===== src/hw/rtl/ccre_pkg.sv =====
`timescale 1ns / 1ps
// ----------------------------------------------------------------------------
// Changed cell run encoder package
// Shared widths, defaults and the result types passed between the modules.
// ----------------------------------------------------------------------------
package ccre_pkg;

  localparam int MAX_GRID_CELLS_DEF = 1048576;
  localparam int MAX_RUN_CELLS_DEF  = 65535;
  localparam int STATE_BITS_DEF     = 2;

  localparam int CELL_OUT_W  = 20;
  localparam int LEN_W       = 16;
  localparam int STATE_OUT_W = 2;

  localparam int IN_TDATA_W  = 8;
  localparam int OUT_TDATA_W = 40;

  localparam int QUEUE_DEPTH = 4;

  typedef struct packed {
    logic [CELL_OUT_W-1:0]  first_cell;
    logic [LEN_W-1:0]       cells;
    logic [STATE_OUT_W-1:0] state;
    logic                   final_of_item;
  } result_t;

  // Up to two results per cell; a single result always sits in slot a.
  typedef struct packed {
    logic    valid_a;
    logic    valid_b;
    result_t a;
    result_t b;
  } push_t;

endpackage


===== src/hw/rtl/ccre_core.sv =====
`timescale 1ns / 1ps
// ----------------------------------------------------------------------------
// Changed cell run encoder: run tracker
// Counts cells, tracks the open run and forms the runs closed by each cell.
// ----------------------------------------------------------------------------
module ccre_core #(
  parameter int MAX_GRID_CELLS = ccre_pkg::MAX_GRID_CELLS_DEF,
  parameter int MAX_RUN_CELLS  = ccre_pkg::MAX_RUN_CELLS_DEF,
  parameter int STATE_BITS     = ccre_pkg::STATE_BITS_DEF
) (
  input  logic                               clk,
  input  logic                               rst,
  input  logic                               accept,
  input  logic [ccre_pkg::STATE_OUT_W-1:0]   current_state,
  input  logic [ccre_pkg::STATE_OUT_W-1:0]   held_state,
  input  logic                               last_cell,
  output ccre_pkg::push_t                    push
);

  localparam int CELL_W  = $clog2(MAX_GRID_CELLS);
  localparam int STATE_W = (STATE_BITS < ccre_pkg::STATE_OUT_W) ?
                           STATE_BITS : ccre_pkg::STATE_OUT_W;
  localparam int LEN_W   = ccre_pkg::LEN_W;

  logic [CELL_W-1:0]  cell_counter, cell_counter_next;
  logic               run_open, run_open_next;
  logic [CELL_W-1:0]  run_start, run_start_next;
  logic [LEN_W-1:0]   run_length, run_length_next;
  logic [STATE_W-1:0] open_run_state, open_run_state_next;

  logic [STATE_W-1:0] cur, held;
  logic               differs, last, extend, close_a, close_b;
  logic               open_mid;
  logic [CELL_W-1:0]  start_mid;
  logic [LEN_W-1:0]   length_mid;
  logic [STATE_W-1:0] state_mid;
  ccre_pkg::result_t  res_a, res_b;

  always_comb begin
    cur     = current_state[STATE_W-1:0];
    held    = held_state[STATE_W-1:0];
    differs = (cur != held);
    // The top cell of the grid always ends the pass.
    last    = last_cell || (cell_counter == CELL_W'(MAX_GRID_CELLS - 1));
    extend  = run_open && differs && (cur == open_run_state) &&
              (run_length < LEN_W'(MAX_RUN_CELLS));
    close_a = run_open && !extend;

    open_mid   = run_open;
    start_mid  = run_start;
    length_mid = run_length;
    state_mid  = open_run_state;
    if (extend) begin
      length_mid = LEN_W'(run_length + 1'b1);
    end else if (differs) begin
      open_mid   = 1'b1;
      start_mid  = cell_counter;
      length_mid = LEN_W'(1);
      state_mid  = cur;
    end else begin
      open_mid   = 1'b0;
      length_mid = '0;
    end
    close_b = last && open_mid;

    res_a.first_cell    = ccre_pkg::CELL_OUT_W'(run_start);
    res_a.cells         = run_length;
    res_a.state         = ccre_pkg::STATE_OUT_W'(open_run_state);
    res_a.final_of_item = !close_b;

    res_b.first_cell    = ccre_pkg::CELL_OUT_W'(start_mid);
    res_b.cells         = length_mid;
    res_b.state         = ccre_pkg::STATE_OUT_W'(state_mid);
    res_b.final_of_item = 1'b1;

    // Pack a lone result into slot a.
    push.valid_a = accept && (close_a || close_b);
    push.valid_b = accept && close_a && close_b;
    push.a       = close_a ? res_a : res_b;
    push.b       = res_b;

    cell_counter_next   = cell_counter;
    run_open_next       = run_open;
    run_start_next      = run_start;
    run_length_next     = run_length;
    open_run_state_next = open_run_state;
    if (accept) begin
      cell_counter_next   = last ? '0 : CELL_W'(cell_counter + 1'b1);
      run_open_next       = open_mid && !last;
      run_start_next      = start_mid;
      run_length_next     = close_b ? '0 : length_mid;
      open_run_state_next = state_mid;
    end
  end

  always_ff @(posedge clk) begin
    if (rst) begin
      cell_counter   <= '0;
      run_open       <= 1'b0;
      run_start      <= '0;
      run_length     <= '0;
      open_run_state <= '0;
    end else begin
      cell_counter   <= cell_counter_next;
      run_open       <= run_open_next;
      run_start      <= run_start_next;
      run_length     <= run_length_next;
      open_run_state <= open_run_state_next;
    end
  end

endmodule


===== src/hw/rtl/ccre_queue.sv =====
`timescale 1ns / 1ps
// ----------------------------------------------------------------------------
// Changed cell run encoder: result queue
// Small register queue taking up to two runs per cycle and giving one.
// ----------------------------------------------------------------------------
module ccre_queue (
  input  logic              clk,
  input  logic              rst,
  input  ccre_pkg::push_t   push,
  input  logic              pop,
  output logic              room,
  output logic              head_valid,
  output ccre_pkg::result_t head
);

  localparam int DEPTH   = ccre_pkg::QUEUE_DEPTH;
  localparam int PTR_W   = $clog2(DEPTH);
  localparam int COUNT_W = $clog2(DEPTH + 1);

  ccre_pkg::result_t    entries [DEPTH];
  logic [PTR_W-1:0]     wr_ptr, wr_ptr_next;
  logic [PTR_W-1:0]     rd_ptr, rd_ptr_next;
  logic [COUNT_W-1:0]   count, count_next;
  logic [1:0]           push_n;
  logic                 do_pop;
  logic [PTR_W-1:0]     wr_ptr_b;

  always_comb begin
    push_n      = {1'b0, push.valid_a} + {1'b0, push.valid_b};
    do_pop      = pop && head_valid;
    wr_ptr_b    = PTR_W'(wr_ptr + 1'b1);
    wr_ptr_next = PTR_W'(wr_ptr + push_n);
    rd_ptr_next = do_pop ? PTR_W'(rd_ptr + 1'b1) : rd_ptr;
    count_next  = COUNT_W'(count + push_n - {{(COUNT_W-1){1'b0}}, do_pop});
  end

  assign head_valid = (count != '0);
  assign head       = entries[rd_ptr];
  // Keep space for a cell that closes two runs.
  assign room       = (count <= COUNT_W'(DEPTH - 2));

  always_ff @(posedge clk) begin
    if (rst) begin
      wr_ptr <= '0;
      rd_ptr <= '0;
      count  <= '0;
    end else begin
      wr_ptr <= wr_ptr_next;
      rd_ptr <= rd_ptr_next;
      count  <= count_next;
    end
  end

  always_ff @(posedge clk) begin
    if (push.valid_a) begin
      entries[wr_ptr] <= push.a;
    end
    if (push.valid_b) begin
      entries[wr_ptr_b] <= push.b;
    end
  end

endmodule


===== src/hw/rtl/changed_cell_run_encoder_unit.sv =====
`timescale 1ns / 1ps
// ----------------------------------------------------------------------------
// Changed cell run encoder
// Turns a stream of grid cells into runs of changed cells with one state.
// ----------------------------------------------------------------------------
// Takes one grid cell per clock and numbers the cells itself from zero; a
// cell on tlast, or the top cell of the grid, ends the pass and the count
// starts again. Runs leave on the master side one per transfer, first cell
// index, length and state, with tlast on the last run a cell caused. The run
// tracker decides in the cycle a cell is taken, and its runs are in the
// output queue in the cycle after. A cell that closes two runs needs two
// output transfers, so the sustained rate is one cell per clock while each
// cell closes at most one run and the output is taken each cycle; the
// four-entry result queue sets how far a stalled output lets cells keep
// coming (input ready stays high while two or fewer runs are queued).
module changed_cell_run_encoder_unit #(
  parameter int MAX_GRID_CELLS = ccre_pkg::MAX_GRID_CELLS_DEF,
  parameter int MAX_RUN_CELLS  = ccre_pkg::MAX_RUN_CELLS_DEF,
  parameter int STATE_BITS     = ccre_pkg::STATE_BITS_DEF
) (
  input  logic                               clk,
  input  logic                               rst,
  input  logic                               s_axis_tvalid,
  output logic                               s_axis_tready,
  // [1:0] current_state, [3:2] held_state, [7:4] zero
  input  logic [ccre_pkg::IN_TDATA_W-1:0]    s_axis_tdata,
  // last_cell
  input  logic                               s_axis_tlast,
  output logic                               m_axis_tvalid,
  input  logic                               m_axis_tready,
  // [19:0] run_first_cell, [35:20] run_cells, [37:36] run_state, [39:38] zero
  output logic [ccre_pkg::OUT_TDATA_W-1:0]   m_axis_tdata,
  // final_of_item
  output logic                               m_axis_tlast
);

  localparam int SW = ccre_pkg::STATE_OUT_W;

  logic              accept;
  ccre_pkg::push_t   push;
  ccre_pkg::result_t head;

  assign accept = s_axis_tvalid && s_axis_tready;

  ccre_core #(
    .MAX_GRID_CELLS (MAX_GRID_CELLS),
    .MAX_RUN_CELLS  (MAX_RUN_CELLS),
    .STATE_BITS     (STATE_BITS)
  ) u_core (
    .clk           (clk),
    .rst           (rst),
    .accept        (accept),
    .current_state (s_axis_tdata[SW-1:0]),
    .held_state    (s_axis_tdata[2*SW-1:SW]),
    .last_cell     (s_axis_tlast),
    .push          (push)
  );

  ccre_queue u_queue (
    .clk        (clk),
    .rst        (rst),
    .push       (push),
    .pop        (m_axis_tready),
    .room       (s_axis_tready),
    .head_valid (m_axis_tvalid),
    .head       (head)
  );

  assign m_axis_tdata = ccre_pkg::OUT_TDATA_W'({head.state, head.cells, head.first_cell});
  assign m_axis_tlast = head.final_of_item;

endmodule


===== config.mk =====
export PLATFORM = sky130hd
export DESIGN_NAME = changed_cell_run_encoder_unit
export DESIGN_NICKNAME = d
export VERILOG_FILES = /design/src/hw/rtl/ccre_pkg.sv /design/src/hw/rtl/ccre_core.sv /design/src/hw/rtl/ccre_queue.sv /design/src/hw/rtl/changed_cell_run_encoder_unit.sv
export SDC_FILE = /design/constraint.sdc
export NUM_CORES = 1
export LEC_CHECK = 0
export BUFFER_PORTS_ARGS = -buffer_cell sky130_fd_sc_hd__buf_2
export CORE_MARGIN = 5
export CORE_UTILIZATION = 52
export DETAILED_ROUTE_END_ITERATION = 12
export HOLD_SLACK_MARGIN = 0.03
export PLACE_DENSITY = 0.81
export SETUP_SLACK_MARGIN = 0.15
export SYNTH_ARGS = -nofsm -noshare
export SYNTH_HDL_FRONTEND = slang
export SYNTH_SLANG_ARGS = --single-unit

===== constraint.sdc =====
create_clock -name clk -period 3.4 [get_ports clk]
set_input_delay 0.51 -clock clk [delete_from_list [all_inputs] [get_ports clk]]
set_output_delay 0.51 -clock clk [all_outputs]
set_load 0.05 [all_outputs]

== Yosys cells after proc, flatten, opt, wreduce, memory -nomap -nowiden ==
Memory sizes are Yosys's and may differ from the RTL's. A register that Yosys moved wholly into a read port is not among the register bits.
Cells that the tools add are included.
Storage, ports and cells
  bits in writable memories: 156
  input bits: 13
  memories: 1
  flip-flop bits (word level): 66
  bits in latches: 0
  memory bits (read-only): 0
Memories
  u_queue.entries: depth 4, bits a word 39, rd ports 1, clocked after memory_dff 1, write ports 2, line ccre_queue.sv:20  | ccre_pkg::result_t entries [DEPTH];
Operators by class
  reductions and logical operators: 17
  $lt $le $gt $ge: 2
  shift-type cells: 0
  divide/modulo/power cells: 0
  multiplexer cells: 17
  $add $sub $neg: 8
  bitwise logic cells: 0
  eq/ne operators: 3
  multipliers: 0
Operators with widths (number)
  $mux W20: 3
  $mux W39: 1
  $mux W16: 2
  $add A20 B1 Y20 const B: 1
  $eq A20 B20 Y1 const B: 1
  $add A16 B1 Y16 const B: 1
  $lt A16 B16 Y1 const B: 1
  $logic_and A1 B1 Y1: 11
  $mux W2: 4
  $mux W1: 7
  $add A2 B1 Y2 const B: 2
  $add A3 B2 Y3: 1
  $le A3 B2 Y1 const B: 1
  $logic_not A1 Y1: 3
  $reduce_bool A3 Y1: 1
  $sub A3 B1 Y3: 1
  $add A1 B1 Y2: 1
  $add A2 B2 Y2: 1
  $eq A2 B2 Y1: 1
  $logic_or A1 B1 Y1: 2
  $ne A2 B2 Y1: 1

== Longest topological paths before layout ==
Gate-level depths: netlist (run 1).
  depth in word-level cells: 11
  gate-level depth with buffers: 15
  mapped depth without buffers: 12

== Hierarchy ==
A second synthesis (run 1) with hierarchy kept.
Unflattened totals
  cell total of the unflattened synthesis: 842
  area total of the unflattened synthesis: 11604.9 sq um
Modules (own cells, without submodules)
  ccre_queue: sequential area each 4864.7 sq um, instances 1, area each 7951.4 sq um, cells each 425
  ccre_core: sequential area each 1181.1 sq um, instances 1, area each 3628.5 sq um, cells each 413
  changed_cell_run_encoder_unit: sequential area each 0.0 sq um, instances 1, area each 25.0 sq um, cells each 4

== Worst setup path before layout (run 1) ==
No wires, ideal clock.
  path kind: register -> register
  start point: reg u_queue.count[1]
  end point: mem u_queue.entries[0][10] (netlist bit) (enable)
  data arrival time: 3.271 ns
  path slack: -0.264 ns
  cell stages (with the launch flop): 9
  buffers on the path: 2
  clock period less this slack: 3.664 ns
  cell sequence: dfxtp_1 -> a21oi_2 -> nand2_1 -> or3_1 -> clkbuf_1 -> or3_1 -> a21boi_1 -> clkbuf_1 -> inv_1
RTL lines
  start, declared: line ccre_queue.sv:23  | logic [COUNT_W-1:0] count, count_next;
  start signal, assigned: line ccre_queue.sv:50  | count <= count_next;
  end, declared: line ccre_queue.sv:20

== Worst setup path in the final report (run 1) ==
  start point: reg u_core.run_length[0]
  end point: reg u_queue.count[2]
Between the ends
  cells in the longest elaborated chain, start to end: 9
  elaborated cells on any way between the ends: 13
  those cells by class: 3 x add/sub; 1 x order compare; 1 x mux; 8 x reduce/logical
RTL lines
  start, declared: line ccre_core.sv:28  | logic [LEN_W-1:0] run_length, run_length_next;
  start signal, assigned: line ccre_core.sv:107  | run_length <= run_length_next;
  $lt A16 B16 Y1 (*): line ccre_core.sv:46  | (run_length < LEN_W'(MAX_RUN_CELLS));
  $logic_and A1 B1 Y1 (*): line ccre_core.sv:45  | extend = run_open && differs && (cur == open_run_state) &&
  $mux W1 or $logic_not A1 Y1 (tied branches): line ccre_core.sv:53, ccre_core.sv:47
  $logic_and A1 B1 Y1 (on tied branches): line ccre_core.sv:64, ccre_core.sv:47
  $logic_or A1 B1 Y1 or $logic_and A1 B1 Y1 (tied branches): line ccre_core.sv:77, ccre_core.sv:78
  $logic_and A1 B1 Y1 (on tied branches): line ccre_core.sv:77, ccre_core.sv:78
  $add A1 B1 Y2 (*): line ccre_queue.sv:29  | push_n = {1'b0, push.valid_a} + {1'b0, push.valid_b};
  $add A3 B2 Y3 (*): line ccre_queue.sv:34  | count_next = COUNT_W'(count + push_n - {{(COUNT_W-1){1'b0}}, do_pop});
  $sub A3 B1 Y3 (*): line ccre_queue.sv:34
Mark *: on every way between the ends. The rest lies on a longest branch, timed or not.
A chain may end at the register's enable or synchronous reset.

==> flow_summary.ini, run 1 <==
[run_status]
status = completed

[sta]
finClkSkew_ns = 0.0314
tightest_slew_ns = 0.662
max_freq_ghz = 0.330
maxSlewHeadroom_pct = 55.9
finalSetupViolCount = 0
period_needed_ns = 3.03
fin_tns_setup_ns = 0
maxSlewViolCount = 0
period_share_pct = 89.0
finalHoldViolations = 0
rsz0062_at_grt = false

[power]
power_w = 0.00746
vdd_drop_max_v = 0.000343
power_density_nw_per_um2 = 616
p_leak_nw = 4.19

[worst_setup_path]
cp_data_arrival_time_ns = 3.39
cp_max_fo = 7
critical_path_required_ns = 3.77
cp-start-kind = register
crit_path_end_kind = register
path_class = reg -> reg

[clock_network]
post_cts_resized = 0
cts_buffer_depth = 3
cts_made_buffers = 22
cts_tree = yes
path_clk_slew_ns = 0.06
root_buffer = clkbuf_16
post_cts_buffers = 0
clock_latency_ns = 0.52
cts_hold_buf = 0
htree_levels = 1
cts_sinks = 224

[cells_and_area]
finalNonFillerCells = 1229
diodes = 0
area_growth_syn_to_layout_pct = 12.5
design_area_um2 = 12100
final_nets = 964
drive_gt1_share_pct = 19.1

[logic_synthesis]
netlist_top_cells_count = edfxtp_1, a22o_1, nor2_1
synthDominantCellAreaShare_pct = 42.3
synth_top_area_cell = edfxtp_1
synth_seq_cells = 224
syn_area_um2 = 10800
ys_seq_area_share_pct = 55.7
synth_most_common_cell = edfxtp_1
synth.area.top_cells = edfxtp_1, dfxtp_1, mux4_2
syn_inst = 911
synthFlopType = edfxtp_1
synthArstFlopShare_pct = 0
yosys_warnings = 0
synth.distinct_cells = 56
synth-edff-count = 152
avgSynthCellArea_um2 = 11.8

[global_routing]
grt_pass1_wl_um = 42000
track_usage_pct = 21.7
grt_max_degree = 64
antenna_found_initial = 0
grt_pass1_vias = 7813
grt-ovfl-total = 0

[detailed_routing]
antenna_left = 0
drt-pass1-iter-count = 5
wl_per_cell_um = 21.2
drc = 0
via_count = 7809
via_per_inst = 6.35
drt_iter0_markers = 805
routed_wirelength_um = 26000

[die]
initial_core_util_pct = 53.1
die_y_um = 154
rows = 52
coreArea_um2 = 20300
die_area_um2 = 23700
die_w_um = 154
io_pins = 56

[placement]
placedInstanceArea_um2 = 11400
gp_congestion = 0.897
dpl.hpwl_um = 15800
portBuffers = 49
place_inst = 1189

[min_path]
hold_path_class = in -> reg

[run]
drv_cap = 0
-- cell type report --
type / instances / area, um2
Sequential cell: 224 / 6010
Tap cell: 270 / 338
Inverter: 16 / 67.6
Clock inverter: 4 / 30.0
Fill cell: 1546 / 8180
Clock buffer: 36 / 654
Timing Repair Buffer: 101 / 689
Multi-Input combinational cell: 578 / 4330
-- logic make-up after synthesis --
family                     after synthesis  synth area share (%)
AOI/OAI and AO/OA                      200                  13.4
xor gates and xnor gates                40                  3.25
adders and majority gates                8                 0.998
buffers and inverters                  110                  4.27
DFF                                    224                  55.7
muxes                                   64                  10.5
other                                    1                0.0348
and+or+nand+nor                        264                  11.8
-- final timing paths --
check	cells after the start	from	end	slack (ns)
max	12	u_core.run_length[0]	u_queue.count[2]	0.37
min	3	s_axis_tdata[0]	u_core.open_run_state[0]	0.37
max reg2reg	12	u_core.run_length[0]	u_queue.count[2]	0.37
min reg2reg	2	u_queue.entries[3][0]	u_queue.entries[3][0]	0.45
-- registers in the layout (all words and copies together), names as in the netlist, named ones only --
signal / count
u_queue.wr_ptr: 2
u_queue.rd_ptr: 2
u_core.run_start: 20
u_queue.count: 3
u_core.run_length: 16
u_core.cell_counter: 20
u_queue.entries: 156
u_core.run_open: 1
u_core.open_run_state: 2
-- through the flow --
step                hold WS [ns]  setup WS (ns)  util, %
CTS                        0.361          0.368     59.7
global placement           0.434          0.346     56.3
finish                     0.370          0.374     59.7
global route               0.399          0.198     59.7
detailed placement         0.443          0.299     56.3
floorplan                  0.422          0.170        -
-- critical path: stages, from the launching register on --
cell and delay [ns]:
dfxtp_1 0.44, ha_1 0.22, nand3_1 0.10, or4_4 0.47, a31o_2 0.34, a21oi_1 0.15, ha_1 0.16, inv_1 0.07
ha_1 0.27, inv_1 0.05, fa_1 0.43, xnor2_1 0.16, nor2_1 0.05
-- report_power, final --
part	switching [W]	internal (W)
sequential	0.0000810	0.00303
combinational	0.00141	0.000636
clock	0.000992	0.00132
total	0.00248	0.00498
-- routing by layer --
| layer | GRT usage [%] | vias to the layer above | routed length, um |
|---|---|---|---|
| met2 | 35.0 | 398 | 12500 |
| met4 | 6.85 | 0 | 570 |
| met5 | 0 | - | 0 |
| met1 | 30.4 | 3843 | 10600 |
| met3 | 3.49 | 53 | 2380 |
| li1 | - | 3515 | - |
-- layout by cell type, fill, tap and decap left out, drive strengths merged, types with 15 or more instances in the layout --
| cell type | synthesis | layout |
|---|---|---|
| nor2 | 81 | 81 |
| nand4 | 17 | 17 |
| mux2i | 25 | 25 |
| buf | 34 | 101 |
| nand2 | 43 | 43 |
| xnor2 | 25 | 25 |
| xor2 | 15 | 15 |
| clkbuf | 60 | 36 |
| a21oi | 73 | 73 |
| edfxtp | 152 | 152 |
| dfxtp | 72 | 72 |
| nand3 | 69 | 69 |
| a22o | 88 | 88 |
| mux4 | 39 | 39 |
(Power assumes the default switching activity.)
==> run 2: changes to the inputs <==
- ABC_AREA: unset -> 1
- PLACE_DENSITY: 0.81 -> 0.78
- clock period: 3.4 -> 3.6 ns (I/O delays scaled with it)
==> flow_summary.ini, run 2 <==
[clock_network]
cts_sinks = 224
cts_buffer_depth = 3
clock_latency_ns = 0.51
root_buffer = clkbuf_16
cts_made_buffers = 23
cts_tree = yes
htree_levels = 1
post_cts_resized = 0
post_cts_buffers = 0
cts_hold_buf = 0
path_clk_slew_ns = 0.06

[detailed_routing]
wl_per_cell_um = 16.4
routed_wirelength_um = 30100
via_per_inst = 5.63
antenna_left = 0
drt-pass1-iter-count = 5
via_count = 10333
drc = 0
drt_iter0_markers = 1116

[worst_setup_path]
r2r_start = u_core.cell_counter[0]
cp_data_arrival_time_ns = 3.44
crit_slowest_cell = fa_1
critical_path_required_ns = 4.00
critPathBufInv = 2
reg2reg_to = u_queue.count[2]
path_class = reg -> reg
path_delay_family = adder cells
max_stage_delay_ns = 0.42
cp-start-kind = register
crit_path_end_kind = register
cpMostUsedCell = ha_1
crit_path_cell_trace = ha_1, nand2_1, nor2_1, nand2_1, nor2_1, nand2_2, nand2_4, nand2_4, nor2_4, ha_1, inv_1, ha_1, inv_1, fa_1, o21ai_0, a21oi_1
rrSetupSlack_ns = 0.56
crit_end = u_queue.count[2]
cp_num_cells = 16
crit_path_start = u_core.cell_counter[0]
cp_max_fo = 17
r2r_cells = 16

[cells_and_area]
fillerInstances = 1943
regMostFlops = u_queue.entries
design_area_um2 = 13000
multiInputGateArea_um2 = 4930
layout_commonest_cell = nand2_1
largestRegisters = u_queue.entries: 156 flops, u_core.cell_counter: 20 flops, u_core.run_start: 20 flops
area_growth_syn_to_layout_pct = 8.82
final_nets = 1556
final_util_pct = 57.5
diodes = 0
drive_gt1_share_pct = 9.87
regArea_um2 = 6010
mostFrequentLayoutCells = nand2_1, nor2_1, edfxtp_1, o21ai_0, nand3_1
largest_reg_flops = 156

[power]
p_leak_nw = 5.40
power_density_nw_per_um2 = 612
vdd_drop_max_v = 0.000350

[global_routing]
grt_pass1_vias = 9799
grt_max_degree = 81
grt-ovfl-total = 0
track_usage_pct = 23.0
grt_pass1_wl_um = 49300
antenna_found_initial = 0

[die]
rows = 55
initial_core_util_pct = 52.8
die_y_um = 162
die_area_um2 = 26100
io_pins = 56
die_w_um = 162
coreArea_um2 = 22600

[sta]
tightest_slew_ns = 0.922
max_freq_ghz = 0.329
period_needed_ns = 3.04
holdWs_ns = 0.449
finalSetupViolCount = 0
finClkSkew_ns = 0.0105
maxSlewHeadroom_pct = 38.5
period_share_pct = 84.4
finalHoldViolations = 0
rsz0062_at_grt = false
maxSlewViolCount = 0
fin_tns_setup_ns = 0

[logic_synthesis]
avgSynthCellArea_um2 = 7.81
synth_compound_area_share_pct = 11.1
synth_xor_area_share_pct = 1.25
synthMuxAreaShare_pct = 0
synth_top_family_by_area = simple AND/OR/NAND/NOR gates
synth-edff-count = 152
netlist_top_cells_count = nand2_1, nor2_1, edfxtp_1
synth_most_common_cell = nand2_1
synth_fa_ha_area_share_pct = 0.900
synth_top_area_cell = edfxtp_1
ys_seq_area_share_pct = 50.2
syn_inst = 1531
synth.distinct_cells = 38
synth.area.top_cells = edfxtp_1, nand2_1, dfxtp_1
synth_simple_gate_area_share_pct = 27.9
synth_seq_cells = 224
synthFlopType = edfxtp_1
yosys_warnings = 0
synthDominantCellAreaShare_pct = 38.2
syn_area_um2 = 12000
synthArstFlopShare_pct = 0

[placement]
gp_congestion = 0.864
placedInstanceArea_um2 = 12300
dpl.hpwl_um = 18500
portBuffers = 49

[run]
drv_cap = 0

[min_path]
hold_path_class = in -> reg

[run_status]
status = completed
## run 2: cell type report
| cell class | instances | area share, % |
|---|---|---|
| inverters | 134 | 3.87 |
| flip-flops and latches | 224 | 46.2 |
| clock inverters | 15 | 1.19 |
| well taps | 285 | 2.74 |
| repair buffers | 74 | 3.52 |
| clock buffers | 25 | 4.64 |
| multi-input cells | 1078 | 37.9 |
## run 2: stage by stage
step | instances | total power, W | worst slack (ns)
3_3_place_gp | 1795 | 0.00554 | 0.625
5_1_grt | 1835 | 0.00833 | 0.279
3_5_place_dp | 1795 | 0.00560 | 0.569
6_report | 1835 | 0.00796 | 0.562
4_1_cts | 1835 | 0.00796 | 0.557
2_1_floorplan | 1532 | 0.00497 | 0.417
## run 2: worst min-delay path, delay by kind of cell
| kind | cells | cell delay, ns |
|---|---|---|
| AO/OA/AOI/OAI | 1 | 0.10 |
| buffers and inverters | 2 | 0.23 |
| AND/OR/NAND/NOR | 1 | 0.04 |
## run 2: report_power, final
group          internal [W]  leakage (nW)  switching, W
combinational      0.000540          2.95       0.00197
sequential          0.00295          2.09      0.000111
clock               0.00142         0.373      0.000974
total               0.00491          5.40       0.00305
## run 2: worst min-delay path by stage
stage	depth (start not counted)	end	start	slack (ns)
2_1_floorplan	2	register	u_queue.rd_ptr[1]	0.44
3_3_place_gp	2	u_queue.entries[1][0]	u_queue.entries[1][0]	0.45
3_5_place_dp	2	u_queue.entries[2][0]	u_queue.entries[2][0]	0.46
4_1_cts	4	register	m_axis_tready	0.45
5_1_grt	4	register	m_axis_tready	0.48
6_report	4	register	m_axis_tready	0.45
## run 2: per-layer routing
layer	global-route usage (%)	up-vias	share of wire, %
met4	8.38	0	2.9
met3	4.18	81	10
met5	0	-	0
met2	38.3	535	47
li1	-	5053	-
met1	30.4	4664	40
## run 2: logic make-up after synthesis
| logic type | Yosys count |
|---|---|
| simple gates | 798 |
| buf+inv | 230 |
| other cells | 1 |
| fa+ha+maj | 8 |
| compound gates | 253 |
| flops | 224 |
| xor+xnor | 17 |
==> run 3: changes to the inputs <==
- PLACE_DENSITY: 0.78 -> 0.81
- clock period: 3.6 -> 2.7 ns (I/O delays scaled with it)
==> flow_summary.ini, run 3 (synthesis results as in run 2) <==
[clock_network]
cts_sinks = 224
root_buffer = clkbuf_16
cts_tree = yes
htree_levels = 1
path_clk_slew_ns = 0.06
cts_buffer_depth = 3
cts_made_buffers = 23
cts_hold_buf = 0
clock_latency_ns = 0.51

[run_status]
status = completed

[sta]
holdWs_ns = 0.199
maxSlewHeadroom_pct = 46.0
tightest_slew_ns = 0.809
period_share_pct = 91.0
finalSetupViolCount = 0
maxSlewViolCount = 0
fin_tns_setup_ns = 0
period_needed_ns = 2.46
finalHoldViolations = 0
max_freq_ghz = 0.407
finClkSkew_ns = 0.0124
rsz0062_at_grt = true

[worst_setup_path]
critical_path_required_ns = 2.30
reg2reg_to = u_queue.count[1]
r2r_start = u_core.cell_counter[1]
r2r_cells = 18
crit_path_end_kind = output port
rrSetupSlack_ns = 0.27
cp-start-kind = register
cp_data_arrival_time_ns = 2.05
cp_max_fo = 20
path_class = reg -> out

[power]
p_comb_share_pct = 32.5
p_int_w = 0.00663
clkPwrFrac_pct = 29.4
power.switching_w = 0.00420
vdd_drop_max_v = 0.000447
power_w = 0.0108
p_leak_nw = 5.57
power_density_nw_per_um2 = 806
switching_share_pct = 38.8
power_frac_seq_pct = 38.1

[detailed_routing]
drt_iter0_markers = 1322
via_count = 10684
wl_per_cell_um = 17.1
routed_wirelength_um = 31900
drc = 0
drt-pass1-iter-count = 6
antenna_left = 0
via_per_inst = 5.73

[cells_and_area]
largest_reg_flops = 156
largestRegisters = u_queue.entries: 156 flops, u_core.cell_counter: 20 flops, u_core.run_start: 20 flops
diodes = 0
area_growth_syn_to_layout_pct = 12.4
regMostFlops = u_queue.entries
mostFrequentLayoutCells = nand2_1, nor2_1, edfxtp_1, o21ai_0, nand3_1
final_nets = 1583
drive_gt1_share_pct = 13.4
layout_commonest_cell = nand2_1
finalNonFillerCells = 1864

[die]
coreArea_um2 = 22600
initial_core_util_pct = 52.8
io_pins = 56
die_area_um2 = 26100
die_y_um = 162
rows = 55
die_w_um = 162

[global_routing]
grt-ovfl-total = 0
antenna_found_initial = 0
grt_pass1_wl_um = 51000
grt_max_degree = 63
grt_pass1_vias = 10067
track_usage_pct = 23.8

[placement]
gp_congestion = 0.851
portBuffers = 49
place_inst = 1816
dpl.hpwl_um = 19400

[min_path]
hold_path_startpoint = rst
hold_depth = 2
hold_path_class = in -> reg
hold_end = u_core.cell_counter[1]

[run]
drv_cap = 0
-- run 3: per-stage QoR --
step | cell area, um2 | setup slack, ns | util, %
after detailed placement | 12500 | 0.0600 | 55.1
after global placement | 12500 | 0.0696 | 55.1
final | 13400 | 0.243 | 59.3
after CTS | 13300 | 0.0891 | 58.7
after global routing | 13400 | 0.116 | 59.3
after floorplan | 12000 | 0.0885 | -
-- run 3: worst max path at each step --
stage / startpoint / endpoint / slack, ns / cells past startpoint
3_3_place_gp: u_core.run_length[1] / u_queue.count[2] / 0.07 / 16
2_1_floorplan: u_queue.count[1] / u_queue.count[2] / 0.09 / 13
4_1_cts: register / m_axis_tdata[1] / 0.09 / 5
3_5_place_dp: u_core.run_length[1] / u_queue.entries[2][18] / 0.06 / 11
5_1_grt: u_core.run_length[1] / u_queue.entries[0][20] / 0.12 / 13
6_report: register / m_axis_tdata[1] / 0.24 / 4
-- run 3: layout make-up --
| type | count | area [um2] |
|---|---|---|
| flip-flops and latches | 224 | 6030 |
| fillers | 1874 | 9200 |
| clock buffers | 25 | 583 |
| clock inverters | 17 | 168 |
| inverters | 134 | 503 |
| multi-input cells | 1079 | 5070 |
| well taps | 285 | 357 |
| repair buffers | 100 | 721 |
-- run 3: per-layer routing --
| metal | track usage [%] | wire length, um |
|---|---|---|
| met1 | 31.7 | 12500 |
| met2 | 40.1 | 15100 |
| met3 | 2.99 | 3090 |
| met4 | 9.03 | 1250 |
| met5 | 0 | 0 |
-- run 3: power groups by stage --
stage | registers, W | logic [W] | clock network [W]
finish | 0.00413 | 0.00352 | 0.00318
global placement | 0.00418 | 0.00332 | 0
detailed placement | 0.00420 | 0.00337 | 0
CTS | 0.00413 | 0.00341 | 0.00319
floorplan | 0.00412 | 0.00255 | 0
global route | 0.00415 | 0.00380 | 0.00334
-- run 3: repair_timing --
| item | 4_1_cts | 5_1_grt |
|---|---|---|
| setup endpoints to repair | 235 | 271 |
| resized for setup | 13 | 32 |
| buffers inserted | 3 | 2 |
| cloned | 1 | 0 |
| pin swaps | 5 | 6 |
-- run 3: worst max-delay path: stages (launching register included) --
cell and delay, ns:
dfxtp_4 0.52, buf_4 0.31, o21ai_0 0.13, o22ai_1 0.27, clkbuf_4 0.30
